<file path="src/rtl/core/u8sd_pkg.sv">
// shared constants, result types and error codes for the utf-8 stream decoder
// no dependencies

package u8sd_pkg;

    // longest sequence a lead byte may announce
    localparam logic [3:0] MAX_SEQ_BYTES = 4'd6;

    localparam int CP_W = 31;

    localparam logic [CP_W-1:0] CP_REPLACEMENT = 31'h0000_FFFD;
    localparam logic [CP_W-1:0] CP_QMARK       = 31'h0000_003F;
    localparam logic [CP_W-1:0] CP_NONCHAR_LO  = 31'h0000_FFFE;
    localparam logic [CP_W-1:0] CP_NONCHAR_HI  = 31'h0000_FFFF;

    // error kinds
    localparam logic [2:0] ERR_NONE       = 3'd0;
    localparam logic [2:0] ERR_STRAY_CONT = 3'd1;
    localparam logic [2:0] ERR_ILLEGAL    = 3'd2;
    localparam logic [2:0] ERR_INCOMPLETE = 3'd3;
    localparam logic [2:0] ERR_OVERLONG   = 3'd4;
    localparam logic [2:0] ERR_NONCHAR    = 3'd5;

    // result queue
    localparam int FIFO_DEPTH = 4;
    localparam int PTR_W      = $clog2(FIFO_DEPTH);
    localparam int CNT_W      = PTR_W + 1;

    typedef struct packed {
        logic [CP_W-1:0] code_point;
        logic [2:0]      error_kind;
        logic            last_of_run;
    } t_result;

    // everything one byte produces: zero, one or two results
    typedef struct packed {
        logic [1:0] count;
        t_result    res0;
        t_result    res1;
    } t_step;

endpackage

</file>
<file path="src/rtl/core/u8sd_step.sv">
// per-byte decode logic and sequence state (partial value, length, remaining)
// depends on u8sd_pkg

module u8sd_step
    import u8sd_pkg::*;
(
    input  logic       i_clk,
    input  logic       i_rst_n,
    input  logic       i_advance,
    input  logic [7:0] i_data_byte,
    input  logic       i_eos,
    input  logic       i_narrow,
    output t_step      o_step
);

    logic [CP_W-1:0] r_partial;
    logic [2:0]      r_remaining;
    logic [2:0]      r_length;
    logic [CP_W-1:0] n_partial;
    logic [2:0]      n_remaining;
    logic [2:0]      n_length;

    logic            pending;
    logic            is_cont;
    logic [3:0]      fresh_len;
    logic [CP_W-1:0] ext_value;
    logic [2:0]      rem_dec;
    logic            have_int;
    logic            x_vld;
    t_result         x_res;
    t_result         int_res;

    function automatic logic [3:0] lead_len(input logic [7:0] b);
        logic [3:0] n;
        case (b) inside
            8'b110?????: n = 4'd2;
            8'b1110????: n = 4'd3;
            8'b11110???: n = 4'd4;
            8'b111110??: n = 4'd5;
            8'b1111110?: n = 4'd6;
            8'b11111110: n = 4'd7;
            8'b11111111: n = 4'd8;
            default:     n = 4'd0;
        endcase
        return n;
    endfunction

    function automatic t_result mk(input logic [CP_W-1:0] cp, input logic [2:0] err);
        t_result r;
        r.code_point  = cp;
        r.error_kind  = err;
        r.last_of_run = 1'b0;
        return r;
    endfunction

    // value at or above the smallest one its length may encode
    function automatic logic min_ok(input logic [CP_W-1:0] v, input logic [2:0] n);
        logic ok;
        case (n)
            3'd2:    ok = |v[CP_W-1:7];
            3'd3:    ok = |v[CP_W-1:11];
            3'd4:    ok = |v[CP_W-1:16];
            3'd5:    ok = |v[CP_W-1:21];
            3'd6:    ok = |v[CP_W-1:26];
            default: ok = 1'b1;
        endcase
        return ok;
    endfunction

    function automatic t_result finish(input logic [CP_W-1:0] v, input logic [2:0] n);
        t_result r;
        if (!min_ok(v, n)) begin
            // c0 80 is the one overlong form let through, as zero
            if (v == '0 && n == 3'd2) begin
                r = mk('0, ERR_NONE);
            end else begin
                r = mk(CP_REPLACEMENT, ERR_OVERLONG);
            end
        end else if (v == CP_NONCHAR_LO || v == CP_NONCHAR_HI) begin
            r = mk(v, ERR_NONCHAR);
        end else begin
            r = mk(v, ERR_NONE);
        end
        return r;
    endfunction

    function automatic t_result narrow(input t_result r, input logic en);
        t_result o;
        o = r;
        if (en && |r.code_point[CP_W-1:8]) begin
            o.code_point = CP_QMARK;
        end
        return o;
    endfunction

    assign pending   = (r_remaining != 3'd0);
    assign is_cont   = (i_data_byte[7:6] == 2'b10);
    assign fresh_len = lead_len(i_data_byte);
    assign ext_value = {r_partial[CP_W-7:0], i_data_byte[5:0]};
    assign rem_dec   = r_remaining - 3'd1;
    assign int_res   = mk(CP_REPLACEMENT, ERR_INCOMPLETE);

    always_comb begin
        n_partial   = r_partial;
        n_remaining = r_remaining;
        n_length    = r_length;
        have_int    = 1'b0;
        x_vld       = 1'b0;
        x_res       = mk('0, ERR_NONE);
        if (pending && is_cont) begin
            if (rem_dec == 3'd0) begin
                x_vld       = 1'b1;
                x_res       = finish(ext_value, r_length);
                n_partial   = '0;
                n_length    = 3'd0;
                n_remaining = 3'd0;
            end else if (i_eos) begin
                x_vld       = 1'b1;
                x_res       = mk(CP_REPLACEMENT, ERR_INCOMPLETE);
                n_partial   = '0;
                n_length    = 3'd0;
                n_remaining = 3'd0;
            end else begin
                n_partial   = ext_value;
                n_remaining = rem_dec;
            end
        end else begin
            // an interrupted sequence is reported first, then the byte starts afresh
            have_int    = pending;
            n_partial   = '0;
            n_length    = 3'd0;
            n_remaining = 3'd0;
            if (!i_data_byte[7]) begin
                x_vld = 1'b1;
                x_res = mk(CP_W'(i_data_byte), ERR_NONE);
            end else if (is_cont) begin
                x_vld = 1'b1;
                x_res = mk(CP_QMARK, ERR_STRAY_CONT);
            end else if (fresh_len > MAX_SEQ_BYTES) begin
                x_vld = 1'b1;
                x_res = mk(CP_REPLACEMENT, ERR_ILLEGAL);
            end else if (i_eos) begin
                // lead byte as the last byte of the string
                x_vld = 1'b1;
                x_res = mk(CP_REPLACEMENT, ERR_INCOMPLETE);
            end else begin
                n_partial   = CP_W'(i_data_byte & (8'h7F >> fresh_len));
                n_length    = fresh_len[2:0];
                n_remaining = fresh_len[2:0] - 3'd1;
            end
        end
    end

    always_comb begin
        o_step.count = {1'b0, have_int} + {1'b0, x_vld};
        o_step.res0  = narrow(have_int ? int_res : x_res, i_narrow);
        o_step.res1  = narrow(x_res, i_narrow);
        o_step.res0.last_of_run = !(have_int && x_vld);
        o_step.res1.last_of_run = 1'b1;
    end

    always_ff @(posedge i_clk) begin
        if (!i_rst_n) begin
            r_partial   <= '0;
            r_remaining <= 3'd0;
            r_length    <= 3'd0;
        end else if (i_advance) begin
            r_partial   <= n_partial;
            r_remaining <= n_remaining;
            r_length    <= n_length;
        end
    end

endmodule

</file>
<file path="src/rtl/core/utf8_stream_decoder_unit.sv">
// top level of the utf-8 stream decoder: input register, config register, result queue
// depends on u8sd_pkg and u8sd_step
//
//   channel  | handshake                   | payload
//   ---------+-----------------------------+------------------------------------------
//   input    | i_in_valid / o_in_ready     | i_data_byte, i_end_of_string
//   output   | o_out_valid / i_out_ready   | o_code_point, o_error_kind, o_last_of_run
//   config   | i_cfg_we (no wait)          | i_cfg_wdata (narrow output mode)
//
// one byte is taken per cycle while o_in_ready is high; an accepted byte waits in the
// input register until the queue has room, then its results are written into the queue
// a byte giving two results fills two queue entries, which are read out one at a time
// the input register moves into the decode only while the four-entry result queue has two
// free slots, so o_in_ready falls when the input register holds a byte and the queue holds
// three or more results
// synchronous active-low reset clears the sequence state, the queue and the mode register

module utf8_stream_decoder_unit
    import u8sd_pkg::*;
(
    input  logic            i_clk,
    input  logic            i_rst_n,
    input  logic            i_in_valid,
    output logic            o_in_ready,
    input  logic [7:0]      i_data_byte,
    input  logic            i_end_of_string,
    output logic            o_out_valid,
    input  logic            i_out_ready,
    output logic [CP_W-1:0] o_code_point,
    output logic [2:0]      o_error_kind,
    output logic            o_last_of_run,
    input  logic            i_cfg_we,
    input  logic            i_cfg_wdata
);

    // mode register
    logic r_narrow;

    // input register
    logic       r_in_valid;
    logic [7:0] r_byte;
    logic       r_eos;

    // result queue
    t_result          r_fifo [FIFO_DEPTH];
    logic [PTR_W-1:0] r_wr_ptr;
    logic [PTR_W-1:0] r_rd_ptr;
    logic [CNT_W-1:0] r_count;

    logic       room;
    logic       advance;
    logic       in_accept;
    logic       pop;
    logic [1:0] push_cnt;
    t_step      step;

    // room for the worst case of two results, judged on the registered fill only
    assign room      = (r_count <= CNT_W'(FIFO_DEPTH - 2));
    assign advance   = r_in_valid && room;
    assign o_in_ready = !r_in_valid || room;
    assign in_accept = i_in_valid && o_in_ready;

    assign o_out_valid = (r_count != '0);
    assign pop         = o_out_valid && i_out_ready;
    assign push_cnt    = advance ? step.count : 2'd0;

    assign o_code_point  = r_fifo[r_rd_ptr].code_point;
    assign o_error_kind  = r_fifo[r_rd_ptr].error_kind;
    assign o_last_of_run = r_fifo[r_rd_ptr].last_of_run;

    u8sd_step u_step (
        .i_clk       (i_clk),
        .i_rst_n     (i_rst_n),
        .i_advance   (advance),
        .i_data_byte (r_byte),
        .i_eos       (r_eos),
        .i_narrow    (r_narrow),
        .o_step      (step)
    );

    always_ff @(posedge i_clk) begin
        if (!i_rst_n) begin
            r_narrow <= 1'b0;
        end else if (i_cfg_we) begin
            r_narrow <= i_cfg_wdata;
        end
    end

    // input register control
    always_ff @(posedge i_clk) begin
        if (!i_rst_n) begin
            r_in_valid <= 1'b0;
        end else if (in_accept) begin
            r_in_valid <= 1'b1;
        end else if (advance) begin
            r_in_valid <= 1'b0;
        end
    end

    // input payload, no reset needed
    always_ff @(posedge i_clk) begin
        if (in_accept) begin
            r_byte <= i_data_byte;
            r_eos  <= i_end_of_string;
        end
    end

    // queue pointers and fill count
    always_ff @(posedge i_clk) begin
        if (!i_rst_n) begin
            r_wr_ptr <= '0;
            r_rd_ptr <= '0;
            r_count  <= '0;
        end else begin
            r_wr_ptr <= r_wr_ptr + PTR_W'(push_cnt);
            if (pop) begin
                r_rd_ptr <= r_rd_ptr + PTR_W'(1);
            end
            r_count <= r_count + CNT_W'(push_cnt) - CNT_W'(pop);
        end
    end

    // queue entries: first result at the write pointer, second one after it
    always_ff @(posedge i_clk) begin
        if (push_cnt != 2'd0) begin
            r_fifo[r_wr_ptr] <= step.res0;
        end
        if (push_cnt == 2'd2) begin
            r_fifo[r_wr_ptr + PTR_W'(1)] <= step.res1;
        end
    end

`ifndef NO_ASSERTIONS
    // the queue never overfills
    a_fifo_bound: assert property (@(posedge i_clk) disable iff (!i_rst_n)
        r_count <= CNT_W'(FIFO_DEPTH))
        else $error("result queue overfilled");

    // a byte that produces results shows one at the output on the next cycle
    a_result_visible: assert property (@(posedge i_clk) disable iff (!i_rst_n)
        (advance && step.count != 2'd0) |=> o_out_valid)
        else $error("result lost after decode");

    // the input register only advances with queue room for both results
    a_two_slots: assert property (@(posedge i_clk) disable iff (!i_rst_n)
        advance |=> (r_count <= CNT_W'(FIFO_DEPTH)) && ($past(r_count) + CNT_W'(2)
            <= CNT_W'(FIFO_DEPTH)))
        else $error("decode advanced without room");
`endif

endmodule
</file>
<file path="config.mk">
export PLATFORM = sky130hd
export DESIGN_NAME = utf8_stream_decoder_unit
export DESIGN_NICKNAME = d
export VERILOG_FILES = /design/src/rtl/core/u8sd_pkg.sv /design/src/rtl/core/u8sd_step.sv /design/src/rtl/core/utf8_stream_decoder_unit.sv
export SDC_FILE = /design/constraint.sdc
export NUM_CORES = 1
export LEC_CHECK = 0
export BUFFER_PORTS_ARGS = -buffer_cell sky130_fd_sc_hd__clkbuf_2
export CORE_ASPECT_RATIO = 1.4
export CORE_MARGIN = 8
export CORE_UTILIZATION = 50
export CTS_CLUSTER_SIZE = 12
export DETAILED_ROUTE_END_ITERATION = 10
export GPL_ROUTABILITY_DRIVEN = 0
export PLACE_DENSITY = 0.77
export SETUP_SLACK_MARGIN = 0.3
export SYNTH_ARGS = -nofsm -noshare
export SYNTH_HDL_FRONTEND = slang
export SYNTH_SLANG_ARGS = --single-unit
</file>
<file path="constraint.sdc">
create_clock -name i_clk -period 12.76 [get_ports i_clk]
set_input_delay 1.914 -clock i_clk [delete_from_list [all_inputs] [get_ports i_clk]]
set_output_delay 1.914 -clock i_clk [all_outputs]
set_load 0.1 [all_outputs]
</file>
# Yosys cells after proc, flatten, opt, wreduce, memory -nomap -nowiden
# Memory sizes are Yosys's and may differ from the RTL's. A register that Yosys moved wholly into a read port is not among the register bits.
# Cells that the tools add are included.
totals:
  in_bits: 15
  mem_count: 1
  wordCells: 125
  output_inout_bits: 37
  reg_bits: 49
  ram_bits: 140
mem_list:
  columns: ["name", "words", "word_bits", "read_ports", "rd_ports_with_merged_regs", "write_ports", "line", "rtl"]
  rows:
  - ["r_fifo", 4, 35, 1, 1, 2, "utf8_stream_decoder_unit.sv:45", "t_result r_fifo [FIFO_DEPTH];"]
classes:
  n_reduce_logical: 26
  n_bitwise: 1
  shifts: 1
  add_sub_neg: 8
  n_eq_ne: 17
  muxes: 59
  n_lt_le_gt_ge: 2
ops:
  columns: ["operator", "count"]
  rows:
  - ["$mux 35", 7]
  - ["$mux 25", 7]
  - ["$eq 31x16->1 const B", 2]
  - ["$mux 31", 2]
  - ["$reduce_or 23->1", 2]
  - ["$mux 3", 14]
  - ["$mux 20", 2]
  - ["$mux 4", 8]
  - ["$logic_not 31->1", 1]
  - ["$and 8x25->25", 1]
  - ["$shr 7x4->25 const A", 1]
  - ["$reduce_or 24->1", 1]
  - ["$reduce_or 20->1", 1]
  - ["$eq 8x8->1 const B", 2]
  - ["$mux 1", 15]
  - ["$reduce_or 15->1", 1]
  - ["$eq 3x3->1 const B", 4]
  - ["$reduce_or 10->1", 1]
  - ["$logic_and 1x1->1", 8]
  - ["$eq 7x7->1 const B", 1]
  - ["$eq 3x2->1 const B", 2]
  - ["$eq 6x6->1 const B", 1]
  - ["$mux 2", 3]
  - ["$reduce_bool 3->1", 2]
  - ["other kinds (19)", 25]

# Longest topological paths before layout
# Gate-level depths: netlist (run 1).
depth:
  depth_word: 18
  mapped_depth: 18

# Hierarchy
# Synthesis (run 1) repeated with hierarchy kept, for this count alone.
unflattened:
  hier_cells: 809
  area_unflattened_um2: 10730.3
modules_own_cells:
  columns: ["mod", "cells_each", "area_per_inst_um2", "instances"]
  rows:
  - ["utf8_stream_decoder_unit", 415, 7880.1, 1]
  - ["u8sd_step", 394, 2850.2, 1]

# Worst setup path before layout (run 1)
# OpenSTA, ideal clock, no wires.
synth_path:
  path_type: "register -> register"
  start: "reg u_step.r_remaining[0]"
  end: "mem r_fifo[0][20] (netlist bit) (data pin)"
  path_stages_with_launch: 17
  path_buffers: 3
  slack_ns: 7.969
  arrival_time_ns: 4.518
  setup_ns: 0.273
  cell_sequence: "dfxtp_1 inv_1 ha_1 ha_1 and2_1 clkbuf_1 nor2_1 clkbuf_1 nor2_1 ha_1 clkbuf_1 o21ai_1 nor3_1 nor2_1 clkinv_1 o211ai_1 nor2_1"
synth_lines:
  columns: ["element", "line", "rtl"]
  rows:
  - ["from (decl)", "u8sd_step.sv:17", "logic [2:0] r_remaining;"]
  - ["from (signal assigned)", "u8sd_step.sv:169", "r_remaining <= n_remaining;"]
  - ["to (decl)", "utf8_stream_decoder_unit.sv:45", null]

==> metrics.csv, run 1 <==
stage,metric,value,unit
pwr,pwr-share-clk,26.4,%
die,fp.dieW,133,um
sta,worst_pin_slew,1150,ps
sta,fin_setup_tns,0,ps
synth,synth_edf_count,145,
sta,hold_viol,0,
pwr,combPwrFrac,38.0,%
synth,ys_types,66,
sta,period_needed,5110,ps
clock_tree,cts_hold_buf,0,
layout,nets,891,
global_route,grt_pass1_vias,6889,
clock_tree,numCtsBuffers,17,
min_path,min_from,r_fifo[0][0]$_SDFFE_PP1P_,
placement,port_buffers,51,
setup_path,crit_chain,and2_1 > nand2_1 > a31oi_1 > ha_1 > a21oi_1 > nor3_1 > nor2_1 > ha_1 > o21ai_1 > nor2_1 > nor2_1 > clkinv_1 > buf_4 > a22oi_1 > a21oi_1,
synth,syn-cell-area,9520,sq um
global_route,grt_usage,19.9,%
synth,synth.most_common_cell,edfxtp_1,
clock_tree,cts_tree,done,
layout,drive_above_1_share,17.3,%
setup_path,crit_path_start_kind,register,
pwr,powerDensity,198,nW/um^2
route,vias,7023,
route,routedWlPerCell,20.6,um
route,drt-initial-drc-count,793,
setup_path,path_class,register to register,
clock_tree,clock_sinks,191,
pwr,internal_power,1.17,mW
synth,synthFlopType,edfxtp_1,
synth,synth_commonest_cells,"145 x edfxtp_1, 100 x nor2_1, 79 x nand2_1, 46 x dfxtp_1, 41 x a21oi_1",
flow_run,cap_violations,0,
synth,ys_seq_area_share,55.4,%
synth,async_flop_share,0,%
global_route,antenna_found_initial,0,
sta,fmax,196,MHz
clock_tree,cts-htree-levels,4,
min_path,hp-class,register to register,
pwr,ir_worst_vdd,0.0000977,V
sta,timing.hold.ws,487,ps
die,coreArea,18600,sq um
layout,syn_to_final_growth,11.2,%
sta,slew_violations,0,
setup_path,r2r_cells,15,
synth,synth_top_area_share,45.8,%
clock_tree,clockRootBuffer,clkbuf_16,
clock_tree,clock_latency,460,ps
setup_path,crit_arrival,5270,ps
sta,finalSetupViolCount,0,
die,ioPinCount,52,
min_path,hold_depth,1,
route,routed_wl,23.1,mm
sta,worst_slack,7650,ps
clock_tree,cts_resized,0,
layout,n_antenna_cell,0,
setup_path,cp_slowest_cell,nor3_1,
synth,synth_largest_area_cell,edfxtp_1,
setup_path,slowest_delay,520,ps
route,route.detailed.drc,0,
setup_path,critPathMostFrequentCell,nor2_1,
sta,slew_headroom,22.7,%
setup_path,r2r-end,r_fifo[2][14]$_DFFE_PP_,
die,start_util,51.2,%
status,status,"finished, final reports clean",
clock_tree,cts_setup_buffers,0,
die,fp-row-count,59,
die,dieArea,23800,sq um
synth,ys_ff_latch,191,
sta,rsz0062_at_grt,false,
setup_path,crit_path_end_kind,register,
placement,dp.final_hpwl,15.9,mm
setup_path,ff2ff_setup_slack,7650,ps
route,ant_nets,0,
synth,netlist_instances,831,
synth,ys_top_cells_by_area,"edfxtp_1 46%, dfxtp_1 9.7%, mux4_2 8.3%, nor2_1 3.9%, nand2_1 3.1%",
pwr,sw_frac_of_total,44.0,%
clock_tree,cts_buffer_depth,2,
placement,dpl_worst_slack,7810,ps
pwr,leakage,3.49,nW
pwr,seqPwrFrac,35.6,%
setup_path,worstPathRequired,12920,ps
global_route,grt_pass1_wl,36.9,mm
global_route,grt_max_degree,42,
clock_tree,clk_pin_slew_worst_paths,80,ps
pwr,p_total,2.10,mW
pwr,p_sw,0.925,mW
synth,syn_area_per_cell,11.5,sq um
sta,skew,17.3,ps
sta,fin_crit_sh,40.0,%
route,avgViaCountPerCell,6.28,
route,first_pass_iters,6,
global_route,grt_overflow,0,
setup_path,r2r-start,r_byte[2]$_DFFE_PP_,
synth,synthesis.nets,860,
min_path,min_to,r_fifo[0][0]$_SDFFE_PP1P_,
synth,yosysWarnings,0,
die,die_y,179,um
setup_path,cp_max_fo,37,
-- power by group through the flow --
stage | sequential (mW) | clock [mW] | combinational, mW
6_report | 0.747 | 0.554 | 0.799
5_1_grt | 0.751 | 0.583 | 0.841
4_1_cts | 0.746 | 0.558 | 0.806
3_5_place_dp | 0.760 | 0 | 0.803
3_3_place_gp | 0.759 | 0 | 0.799
2_1_floorplan | 0.747 | 0 | 0.690
-- cells in the final DEF (no fill, tap or decap), types with 4 or more instances in the layout --
cell type	netlist	layout
dfxtp_1	46	45
nor2_1	100	100
a21oi_1	41	41
clkbuf_16	0	17
nand2_1	79	79
nand4_1	6	6
a21boi_0	22	22
a211oi_1	6	6
buf_4	2	9
a31oi_1	4	4
nand2b_1	6	6
edfxtp_1	145	145
xnor2_1	4	4
o21ai_0	26	26
mux4_2	35	35
clkbuf_2	1	51
o22ai_1	5	5
o21ai_1	6	6
nor3_1	28	28
or2_2	6	6
and2_1	19	19
a21o_1	23	23
or3_1	4	4
o32ai_1	20	20
o211ai_1	6	6
a22oi_1	10	10
inv_1	20	20
o31ai_1	11	11
inv_12	0	4
clkinv_8	0	7
nand3_1	28	28
nor2b_1	9	9
clkinv_1	4	4
o21a_1	8	8
ha_1	13	13
-- flip-flops by register name, summed over array words and instances (netlist names), named ones only --
name	count
r_in_valid	1
u_step.r_partial	25
r_count	3
r_fifo	140
r_narrow	1
r_byte	8
r_wr_ptr	2
r_eos	1
r_rd_ptr	2
u_step.r_remaining	3
u_step.r_length	3
-- kinds of logic (layout without fill, tap and decap cells) --
logic type	after synthesis	after routing	share of synthesized area [%]
AOI/OAI and AO/OA	213	213	16.0
xor gates and xnor gates	6	6	0.552
buffers and inverters	72	116	3.10
and+or+nand+nor	299	299	14.6
adders and majority gates	14	14	1.92
DFF	191	191	55.4
muxes	36	36	8.39
-- layout make-up --
cell class,count,area [sq um]
Fill cell,1565,8020
Timing Repair Buffer,60,323
Inverter,24,90.1
Sequential cell,191,5280
Clock buffer,17,425
Multi-Input combinational cell,568,3950
Clock inverter,15,216
Tap cell,244,305
-- per-layer routing --
metal	part of all wire, %	global-route usage (%)	vias up	routed length [um]
li1	-	-	3210	-
met1	38	22.9	3379	8830
met2	49	33.8	365	11400
met3	6.8	3.53	69	1570
met4	5.5	13.0	0	1270
met5	0	0	-	0
-- metrics by stage --
stage / std cells / instance area (sq um) / util (%)
3_5_place_dp: 1087 / 9940 / 53.4
5_1_grt: 1119 / 10600 / 56.9
6_report: 1119 / 10600 / 56.9
3_3_place_gp: 1087 / 9940 / 53.4
2_1_floorplan: 831 / 9520 / -
4_1_cts: 1119 / 10600 / 56.9
-- worst max-delay path: cells and delay by family (launching register included) --
family                   cells  cell delay [ps]
AND/OR/NAND/NOR              6             1670
AO/OA/AOI/OAI                5             1210
buffers and inverters        2              790
adder cells (fa/ha/maj)      2              640
flip-flops                   1              480
-- how the worst max path moves through the flow --
stage / from / end / depth (start not counted)
5_1_grt: r_byte[3]$_DFFE_PP_ / r_fifo[2][14]$_DFFE_PP_ / 15
3_3_place_gp: r_byte[3]$_DFFE_PP_ / r_fifo[2][14]$_DFFE_PP_ / 15
3_5_place_dp: r_byte[2]$_DFFE_PP_ / r_fifo[2][14]$_DFFE_PP_ / 15
2_1_floorplan: u_step.r_remaining[0]$_SDFFE_PN0P_ / r_fifo[0][20]$_DFFE_PP_ / 16
6_report: r_byte[2]$_DFFE_PP_ / r_fifo[2][14]$_DFFE_PP_ / 15
4_1_cts: r_byte[2]$_DFFE_PP_ / r_fifo[2][14]$_DFFE_PP_ / 15
Note: power is estimated with default switching activity, not from simulation.
==> run 2: changes to the inputs <==
- ABC_AREA: not set -> 1
- PLACE_DENSITY: 0.77 -> 0.8
- clock period: 12.76 -> 4.15 ns (I/O delays scaled with it)
==> metrics.csv, run 2 <==
stage,metric,value,unit
sta,hold_viol,0,
layout,reg.largest.list,"r_fifo (140), u_step.r_partial (25), r_byte (8)",
route,avgViaCountPerCell,5.93,
clock_tree,cts_tree,done,
route,top_layer,met4,
die,dieArea,25300,sq um
route,first_pass_iters,9,
pwr,powerDensity,596,nW/um^2
route,route.detailed.drc,0,
sta,period_needed,3610,ps
die,die_y,185,um
route,wl_met3,2.56,mm
synth,synth_top_area_share,42.7,%
synth,syn_area_per_cell,7.96,sq um
status,status,"finished, final reports clean",
sta,fmax,277,MHz
pwr,sw_frac_of_total,43.3,%
synth,synthesis.nets,1309,
clock_tree,cts_buffer_depth,2,
clock_tree,clk_pin_slew_worst_paths,80,ps
sta,fin_setup_tns,0,ps
sta,rsz0062_at_grt,false,
layout,largest_reg_flops,140,
die,coreArea,20200,sq um
sta,skew,10.7,ps
sta,slew_headroom,22.6,%
layout,layout_common_cells,"301 x nand2_1, 173 x nor2_1, 145 x edfxtp_1",
layout,n_antenna_cell,0,
pwr,p_total,7.14,mW
placement,dp.final_hpwl,19.1,mm
setup_path,critPathMostFrequentCell,ha_1,
sta,finalSetupViolCount,0,
setup_path,path_class,register to register,
synth,async_flop_share,0,%
setup_path,slowest_delay,450,ps
setup_path,crit_chain,inv_1 > ha_1 > ha_1 > nor2_2 > clkinv_1 > nor2_1 > nor2_1 > ha_1 > inv_1 > nor2_2 > inv_1 > ha_1 > inv_1 > ha_1 > fa_1 > o21ai_0 > a21oi_1,
placement,port_buffers,51,
pwr,ir_worst_vdd,0.000399,V
layout,final_common_cell,nand2_1,
setup_path,cp_slowest_cell,fa_1,
synth,synth_edf_count,145,
clock_tree,numCtsBuffers,17,
pwr,pwr-share-clk,23.9,%
setup_path,crit_path_start_kind,register,
clock_tree,clockRootBuffer,clkbuf_16,
global_route,grt_pass1_vias,8816,
global_route,grt_max_degree,71,
placement,placedCellCount,1544,
clock_tree,cts-htree-levels,4,
global_route,grt_overflow,0,
layout,final_util,59.2,%
setup_path,crit_path_end_kind,register,
synth,netlist_instances,1280,
sta,worst_pin_slew,1150,ps
clock_tree,clock_latency,440,ps
sta,slew_violations,0,
layout,syn_to_final_growth,17.6,%
setup_path,cp_max_fo,7,
pwr,combPwrFrac,44.4,%
synth,ys_types,36,
die,ioPinCount,52,
pwr,leakage,4.78,nW
route,drt-initial-drc-count,1296,
min_path,hp-class,primary input to register,
route,routedWlPerCell,18.0,um
layout,drive_above_1_share,10.3,%
setup_path,crit_arrival,3940,ps
layout,nets,1340,
route,wl_met1,10.2,mm
route,routed_wl,28.5,mm
global_route,grt_usage,22.4,%
die,fp-row-count,62,
setup_path,worstPathRequired,4480,ps
pwr,internal_power,4.05,mW
layout,largest-register,r_fifo,
setup_path,cp_top_family,adder cells,
layout,final-instance-count-excl-fill,1580,
route,ant_nets,0,
global_route,antenna_found_initial,0,
pwr,p_sw,3.09,mW
route,vias,9373,
setup_path,cp_num_buf_inv,5,
die,fp.dieW,137,um
synth,ys_ff_latch,191,
clock_tree,clock_sinks,191,
pwr,seqPwrFrac,31.7,%
global_route,grt_pass1_wl,44.8,mm
route,wl_met2,14.5,mm
sta,fin_crit_sh,87.0,%
die,start_util,50.3,%
clock_tree,cts_hold_buf,0,
synth,ys_seq_area_share,51.8,%
synth,synth_commonest_cells,"301 x nand2_1, 176 x nor2_1, 145 x edfxtp_1, 141 x nand3_1, 106 x o21ai_0",
synth,synth_largest_area_cell,edfxtp_1,
sta,timing.hold.ws,350,ps
synth,ys_top_cells_by_area,"edfxtp_1 43%, nand2_1 11%, dfxtp_1 9.0%, nand3_1 6.9%, nor2_1 6.5%",
synth,synth.most_common_cell,nand2_1,
synth,synthFlopType,edfxtp_1,
synth,syn-cell-area,10200,sq um
flow_run,cap_violations,0,
synth,yosysWarnings,0,
==> run 2: cell types whose count changed in the layout (fill, tap and decap cells not counted), sizes merged, moves of 56 or more <==
cell / delta
o21ai: +75
inv: +80
buf: +56
nand2: +222
nand3: +113
nor2: +78
==> run 2: final cells by class <==
type                    instances  area, sq um
clock buffers                  17          425
clock inverters                15          195
fillers                      1669         8260
inverters                     109          424
multi-input cells             908         4220
flip-flops and latches        191         5280
well taps                     256          320
repair buffers                 82         1110
repair inverters                2         15.0
==> run 2: cell families after synthesis <==
kind of cell	after synthesis	share of synthesized area, %
simple gates	645	26.0
buf+inv	181	7.04
compound gates	246	13.2
fa+ha+maj	14	1.79
flops	191	51.8
xor+xnor	3	0.258
==> run 2: worst paths after layout <==
check / depth (start not counted) / start / to / slack [ps]
setup / recovery: 17 / u_step.r_remaining[0]$_SDFFE_PN0P_ / r_count[2]$_SDFF_PN0_ / 540
hold / removal: 1 / i_data_byte[0] / r_byte[0]$_DFFE_PP_ / 350
setup reg to reg: 17 / u_step.r_remaining[0]$_SDFFE_PN0P_ / r_count[2]$_SDFF_PN0_ / 540
hold reg to reg: 2 / r_fifo[1][0]$_SDFFE_PP1N_ / r_fifo[1][0]$_SDFFE_PP1N_ / 470
==> run 2: layer usage <==
layer	global-route usage [%]	vias up
met5	0	-
met4	11.4	0
met3	4.51	106
met2	39.4	604
met1	25.1	4282
li1	-	4381
==> run 2: power groups by stage <==
stage	logic, mW	registers (mW)	clock network [mW]
after floorplan	2.07	2.29	0
after global placement	3.12	2.30	0
after detailed placement	3.15	2.31	0
after CTS	3.16	2.26	1.72
after global routing	3.31	2.28	1.79
final	3.17	2.26	1.71
==> run 2: timing repair <==
item                                    4_1_cts  5_1_grt
setup buffers                                 0        1
endpoints found under the setup margin        0      174
gates resized for setup                       0       17
==> run 2: worst register-to-register path: cells and delay by family (launching register included) <==
kind,cells,cell delay (ps)
AND/OR/NAND/NOR,4,880
flip-flops,1,330
adder cells (fa/ha/maj),6,1630
AO/OA/AOI/OAI,2,270
buffers and inverters,5,380
==> run 2: stage by stage <==
stage | setup WS [ps] | cell area (sq um)
finish | 539 | 12000
global route | 311 | 12000
CTS | 474 | 11900
detailed placement | 514 | 11300
global placement | 712 | 11300
floorplan | 570 | 10200
